--- config.mk ---
export PLATFORM = sky130hd
export DESIGN_NAME = vdib_queue
export DESIGN_NICKNAME = d
export VERILOG_FILES = /design/src/vdib_queue.sv
export SDC_FILE = /design/constraint.sdc
export NUM_CORES = 1
export LEC_CHECK = 0
export ABC_AREA = 1
export BUFFER_PORTS_ARGS = -buffer_cell sky130_fd_sc_hd__clkbuf_2
export CORE_AREA = 2 2 46 52
export DETAILED_ROUTE_END_ITERATION = 8
export DIE_AREA = 0 0 48 54
export PLACE_DENSITY_LB_ADDON = 0.1
export SLEW_MARGIN = 0
export SYNTH_ARGS = -nofsm -noshare
export SYNTH_HDL_FRONTEND = slang
export SYNTH_SLANG_ARGS = --single-unit
--- constraint.sdc ---
create_clock -name clk -period 1.23 [get_ports clk]
set_input_delay 0.246 -clock clk [delete_from_list [all_inputs] [get_ports clk]]
set_output_delay 0.246 -clock clk [all_outputs]
set_load 0.03 [all_outputs]
--- src/vdib_queue.sv ---
// short fifo between the hash front end and the probe back end
module vdib_queue
  #(parameter int WIDTH = 8)
  (
  input  logic             clk,
  input  logic             rst,
  input  logic             wr_valid,
  output logic             wr_ready,
  input  logic [WIDTH-1:0] wr_data,
  output logic             rd_valid,
  input  logic             rd_ready,
  output logic [WIDTH-1:0] rd_data
  );

  logic [WIDTH-1:0] slots [2];
  logic             wr_ptr, rd_ptr;
  logic [1:0]       count;
  logic             push, pop;

  assign wr_ready = (count != 2'd2);
  assign rd_valid = (count != 2'd0);
  assign rd_data = slots[rd_ptr];
  assign push = wr_valid && wr_ready;
  assign pop = rd_valid && rd_ready;

  always_ff @(posedge clk) begin
    if (push) begin
      slots[wr_ptr] <= wr_data;
    end
  end

  always_ff @(posedge clk) begin
    if (rst) begin
      wr_ptr <= 1'b0;
      rd_ptr <= 1'b0;
      count <= 2'd0;
    end else begin
      if (push) begin
        wr_ptr <= ~wr_ptr;
      end
      if (pop) begin
        rd_ptr <= ~rd_ptr;
      end
      case ({push, pop})
        2'b10: count <= count + 2'd1;
        2'b01: count <= count - 2'd1;
        default: count <= count;
      endcase
    end
  end

endmodule

==> run_results.csv, run 1 <==
group,metric,value,unit
outcome,status,"finished with violations",
outcome,violations,"negative setup slack",
clock_tree,cts.clk_slew.worst_paths,0.11,ns
synth,netlist_area,882.1,sq um
clock_tree,cts.path.max_buffers,2,
place,placed_cell_area,1130,sq um
clock_tree,cts-buffers-inserted,3,
clock_tree,worstSkewPairLatency,0.28,ns
power_and_ir_drop,power,2.311,mW
die,die_y,54,microns
setup_path,cp.arrival,1.23,ns
setup_path,reg2reg_slack,0.01,ns
place,place.gp.congestion,0.6198,
finish,final_layout_size_suffix_gt1_frac,0.6064,
grt,grt_max_degree,13,
job,drv_cap,0,
power_and_ir_drop,powerDensity,1781,nW/um^2
routing,first_iter_violations,3,
grt,grt_usage,0.1053,
setup_path,reg2reg_from,"count[1]$_SDFFE_PP0P_",
finish,fillers,175,
grt,top_usage_layer,"met2",
synth,yosys_warnings,0,
die,initial_core_util,0.4123,
grt,grt_overflow_total,0,
setup_path,reg2reg_to,"count[1]$_SDFFE_PP0P_",
timing,setup-violations-final,8,
power_and_ir_drop,power.leakage,0.5339,nW
grt,met3_usage,0.03691,
routing,via_per_inst,4.331,
synth,synth-seq-cells,21,
setup_path,start_kind,"flip-flop",
setup_path,r2r_cells,10,
finish,final_cells,124,
finish,nets,108,
routing,drc_errors,0,
grt,grt_pass1_vias,487,
grt,grtUsageMet1,0.1186,
timing,whs,0.1464,ns
finish,areaGrowthSynthToFinish,47.09,%
synth,synth_cell_types,18,
min_path,holdCritPathClass,"primary input to flip-flop",
routing,drtPass1Iterations,4,
routing,vias,537,
timing,skew,0.001052,ns
place,port_buffers,21,
setup_path,required,0.98,ns
place,hpwl,931.2,microns
die,io_pins,22,
timing,finalSetupTns,-1.948,ns
clock_tree,tritoncts,"done",
min_path,min_delay_worst_endpoint,"slots[1][4]$_DFFE_PP_",
timing,slew_headroom,0.8956,
grt,antenna_found_initial,0,
routing,wire_per_inst,10.15,microns
grt,grt_util_met2,0.1844,
finish,regArea,589.3,sq um
routing,ant_nets,0,
finish,fin_util,0.6064,
timing,fin_crit,1.477,ns
clock_tree,htree_num_levels,1,
place,placed_cells,118,
timing,worstMarginPinSlew,0.1564,ns
clock_tree,cts_sinks,21,
synth,postSynthCellCount,63,
timing,fin_crit_sh,1.201,
die,core_area,2140,sq um
finish,n_antenna_cell,0,
die,die_area,2592,sq um
setup_path,crit_type,"flip-flop to output port",
setup_path,timing.critical_path.fanout_max,8,
finish,final_area,1297,sq um
die,rows,18,
synth,synth.net_count,76,
timing,finalHoldViolCount,0,
finish,multi_input_area,306.5,sq um
clock_tree,cts_hold_buf,0,
place,pre_cts_ws,-0.01180,ns
routing,routed_wl,1259,microns
timing,fmax,677.0,MHz
grt,grt_pass1_wl,1911,microns
synth,yosysSeqAreaShare,0.6582,
timing,rsz0062_at_grt,"true",
synth,syn_avg_cell_area,14.00,sq um
setup_path,endpoint_kind,"output port",
clock_tree,root_buffer,"clkbuf_4",
timing,maxSlewViolCount,0,
power_and_ir_drop,peakVddDrop,0.001003,V
timing,setup_slack,-0.2471,ns
min_path,holdCritStartpoint,"wr_data[4]",
min_path,hold_depth,1,
die,fp.dieW,48,microns
## critical path, stage by stage (launching register included)
cell and delay, ns:
dfxtp_2 0.36, buf_12 0.13, mux2_4 0.31, buf_8 0.14
## placed cells by master (no fill, tap or decap)
cell type / Yosys / final
nor2_2: 1 / 3
buf_8: 0 / 9
inv_1: 5 / 4
o21ai_0: 1 / 1
inv_2: 2 / 1
clkinv_4: 1 / 1
clkbuf_4: 0 / 3
inv_4: 0 / 1
nand2_4: 3 / 2
mux2_4: 5 / 8
dfxtp_2: 0 / 1
dfxtp_1: 5 / 2
o21ai_2: 2 / 2
clkbuf_2: 0 / 11
dfxtp_4: 0 / 2
clkinv_2: 0 / 1
ha_4: 0 / 1
inv_8: 0 / 1
nand2_8: 0 / 2
nor2_1: 9 / 7
buf_6: 1 / 1
buf_4: 0 / 4
a21oi_1: 2 / 2
nand2_1: 4 / 4
buf_12: 0 / 3
nand4_1: 1 / 1
edfxtp_1: 16 / 16
## state kept, by name (all words and copies together) (netlist names), named ones only
register	cells
slots	16
count	2
wr_ptr	1
rd_ptr	1
## layout make-up
| type | count | area share |
|---|---|---|
| clock buffers | 3 | 0.01736 |
| inverters | 8 | 0.03472 |
| multi-input cells | 33 | 0.2363 |
| clock inverters | 1 | 0.003857 |
| repair buffers | 28 | 0.2247 |
| flip-flops and latches | 21 | 0.4542 |
| well taps | 30 | 0.02893 |
## kinds of logic after synthesis
group                    synth area share
multiplexers                       0.1234
adder cells (fa/ha/maj)           0.01418
AND/OR/NAND/NOR                    0.1149
AO/OA/AOI/OAI                     0.03688
buffers and inverters             0.05249
flip-flops                         0.6582
## Yosys cell counts
library cell  number  area share
o21ai_2            2       0.020
nor2_1             9       0.038
mux2_2             3       0.038
inv_2              2      0.0085
edfxtp_1          16        0.54
buf_6              1       0.013
nand2_1            4       0.017
ha_1               1       0.014
o21ai_0            1      0.0057
nand2_2            1      0.0071
inv_1              5       0.021
mux2_4             5       0.085
clkinv_4           1      0.0099
nand4_1            1      0.0071
dfxtp_1            5        0.11
a21oi_1            2       0.011
nor2_2             1      0.0071
nand2_4            3       0.038
## worst max path at each step
stage,slack [ns],endpoint,cells after the start
after floorplan,-0.009,count[1]$_SDFFE_PP0P_,10
after global placement,0.003,rd_data[2],3
after detailed placement,-0.01,rd_data[2],3
after CTS,-0.27,rd_data[6],3
after global routing,-0.31,rd_data[6],3
final,-0.25,rd_data[6],3
## metal layers
metal | part of all wire | vias to the layer above | wire length [microns]
li1 | - | 275 | -
met1 | 0.39 | 250 | 497
met2 | 0.54 | 10 | 683
met3 | 0.053 | 2 | 67
met4 | 0.0079 | 0 | 10
met5 | 0 | - | 0
## where the power goes
part | total, mW | switching [mW] | internal (mW)
sequential | 0.952 | 0.0698 | 0.883
combinational | 1.06 | 0.513 | 0.544
clock | 0.301 | 0.181 | 0.120
total | 2.31 | 0.764 | 1.55
## timing repair
action | CTS | global route
setup buffers | 2 | 0
resized for setup | 23 | 15
pin swaps | 2 | 1
endpoints found under the setup margin | 11 | 11
(Power assumes the default switching activity.)
==> run 2: changes to the inputs <==
--- a/config.mk
+++ b/config.mk
@@ -11,6 +11,7 @@
 export DETAILED_ROUTE_END_ITERATION = 8
 export DIE_AREA = 0 0 48 54
 export PLACE_DENSITY_LB_ADDON = 0.1
+export RECOVER_POWER = 50
 export SLEW_MARGIN = 0
 export SYNTH_ARGS = -nofsm -noshare
 export SYNTH_HDL_FRONTEND = slang
==> run 2 against run 1 <==
The run still ends with negative setup slack left. Die area did not move. Clock-buffer cell count is the same. First-iteration DRC count unchanged.
==> run_results.csv, run 2 (same netlist as run 1, synthesis figures left out) <==
group,metric,value,unit
outcome,status,"finished with violations",
outcome,violations,"negative setup slack",
place,port_buffers,21,
timing,fmax,677.0,MHz
clock_tree,htree_num_levels,1,
power_and_ir_drop,clkPwrFrac,0.132,
clock_tree,tritoncts,"done",
power_and_ir_drop,p_int,1.537,mW
power_and_ir_drop,power,2.290,mW
routing,wire_per_inst,10.19,microns
grt,grt_max_degree,13,
power_and_ir_drop,peakVddDrop,0.0009652,V
setup_path,reg2reg_to,"count[1]$_SDFFE_PP0P_",
setup_path,r2r_cells,10,
die,io_pins,22,
power_and_ir_drop,powerDensity,1782,nW/um^2
routing,top_layer,"met4",
setup_path,cp_slowest_cell,"dfxtp_2",
routing,drc_errors,0,
finish,fillers,176,
timing,fin_crit,1.477,ns
place,pre_cts_ws,-0.01180,ns
power_and_ir_drop,swShare,0.3289,
timing,skew,0.001052,ns
clock_tree,cts-buffers-inserted,3,
finish,n_antenna_cell,0,
setup_path,start_kind,"flip-flop",
min_path,holdCritPathClass,"primary input to flip-flop",
power_and_ir_drop,comb_power_share,0.458,
power_and_ir_drop,switchingPower,0.7532,mW
setup_path,timing.critical_path.fanout_max,8,
timing,worstMarginPinSlew,0.2063,ns
setup_path,crit_type,"flip-flop to output port",
setup_path,critPathBufInv,2,
setup_path,reg2reg_slack,-0.09,ns
die,initial_core_util,0.4123,
routing,routed_wl,1263,microns
finish,layout_commonest_cell,"edfxtp_1",
finish,final_layout_size_suffix_gt1_frac,0.5638,
clock_tree,root_buffer,"clkbuf_4",
finish,areaGrowthSynthToFinish,45.67,%
setup_path,required,0.98,ns
clock_tree,cts_hold_buf,0,
setup_path,endpoint_kind,"output port",
routing,via_per_inst,4.339,
finish,final_cell_mix,"edfxtp_1, buf_8, mux2_4, nor2_1, clkbuf_2",
clock_tree,cts_sinks,21,
grt,grt_usage,0.1053,
grt,grt_pass1_vias,487,
clock_tree,cts.clk_slew.worst_paths,0.10,ns
power_and_ir_drop,seqPwrFrac,0.411,
routing,drtPass1Iterations,4,
setup_path,path_cells,"buf_12 -> mux2_4 -> buf_8",
timing,maxSlewViolCount,0,
die,die_y,54,microns
power_and_ir_drop,power.leakage,0.5196,nW
setup_path,cp.arrival,1.23,ns
die,die_area,2592,sq um
routing,met3_length,70,microns
timing,finalHoldViolCount,0,
clock_tree,worstSkewPairLatency,0.28,ns
routing,ant_nets,0,
timing,setup_slack,-0.2471,ns
setup_path,reg2reg_from,"count[0]$_SDFFE_PP0P_",
finish,reg_top3,"slots (16), count (2)",
grt,grt_overflow_total,0,
timing,slew_headroom,0.8623,
job,drv_cap,0,
clock_tree,cts.path.max_buffers,2,
setup_path,path_delay_family,"flip-flops",
finish,multi_input_area,306.5,sq um
routing,met1_length,503,microns
finish,nets,108,
timing,rsz0062_at_grt,"true",
setup_path,critPathCapture,"rd_data[6]",
grt,grt_pass1_wl,1911,microns
timing,fin_crit_sh,1.201,
setup_path,cpPeakStageDelay,0.36,ns
die,fp.dieW,48,microns
routing,first_iter_violations,3,
finish,largest_reg_flops,16,
die,core_area,2140,sq um
routing,met2_length,680,microns
timing,finalSetupTns,-2.137,ns
place,hpwl,931.2,microns
finish,largest_register,"slots",
timing,setup-violations-final,12,
grt,antenna_found_initial,0,
place,place.gp.congestion,0.6198,
finish,regArea,589.3,sq um
setup_path,crit_cells,3,
finish,fin_util,0.6006,
routing,vias,538,
die,rows,18,
run 2: metal layers:
layer,track usage,vias up
li1,-,275
met1,0.1186,249
met2,0.1844,12
met3,0.03691,2
met4,0.02703,0
met5,0,-
run 2: worst min-delay path by stage:
stage	start	end	slack [ns]	cells after the start
3_5_place_dp	wr_data[1]	slots[0][1]$_DFFE_PP_	0.44	1
3_3_place_gp	wr_data[5]	slots[1][5]$_DFFE_PP_	0.44	1
4_1_cts	wr_data[1]	slots[1][1]$_DFFE_PP_	0.14	1
6_report	wr_data[3]	slots[1][3]$_DFFE_PP_	0.15	1
5_1_grt	wr_data[1]	slots[1][1]$_DFFE_PP_	0.12	1
2_1_floorplan	wr_data[0]	slots[0][0]$_DFFE_PP_	0.34	0
run 2: per-stage QoR:
| step | instance area, sq um | hold slack [ns] | instances |
|---|---|---|---|
| floorplan | 923.4 | 0.3449 | 63 |
| global placement | 1130 | 0.4356 | 118 |
| detailed placement | 1130 | 0.4394 | 118 |
| CTS | 1266 | 0.1365 | 124 |
| global route | 1285 | 0.1163 | 124 |
| finish | 1285 | 0.1469 | 124 |
run 2: repair_timing:
item / in CTS / in global routing
setup buffers: 2 / 0
pin swaps: 2 / 1
setup endpoints to repair: 11 / 11
gates resized for setup: 23 / 15
run 2: layout make-up:
class | count | area share
Multi-Input combinational cell | 33 | 0.2386
Tap cell | 30 | 0.02921
Clock buffer | 3 | 0.01753
Clock inverter | 1 | 0.003895
Sequential cell | 21 | 0.4586
Inverter | 8 | 0.02921
Timing Repair Buffer | 28 | 0.2230
run 2: power groups by stage:
stage          sequential [mW]  clock (mW)  combinational [mW]
2_1_floorplan            0.941           0               0.605
3_3_place_gp             0.947           0               0.826
3_5_place_dp             0.951           0               0.832
4_1_cts                  0.936       0.316               0.991
5_1_grt                  0.955       0.354                1.12
6_report                 0.941       0.301                1.05
run 2: worst reg2reg max path, stage by stage (launching register included):
cell and delay, ns:
dfxtp_4 0.36, inv_2 0.17, nand2_8 0.07, nand2_4 0.08, clkinv_4 0.05, ha_4 0.27
inv_2 0.03, nand2_1 0.05, nor2_1 0.04, nor2_1 0.08, nor2_1 0.04
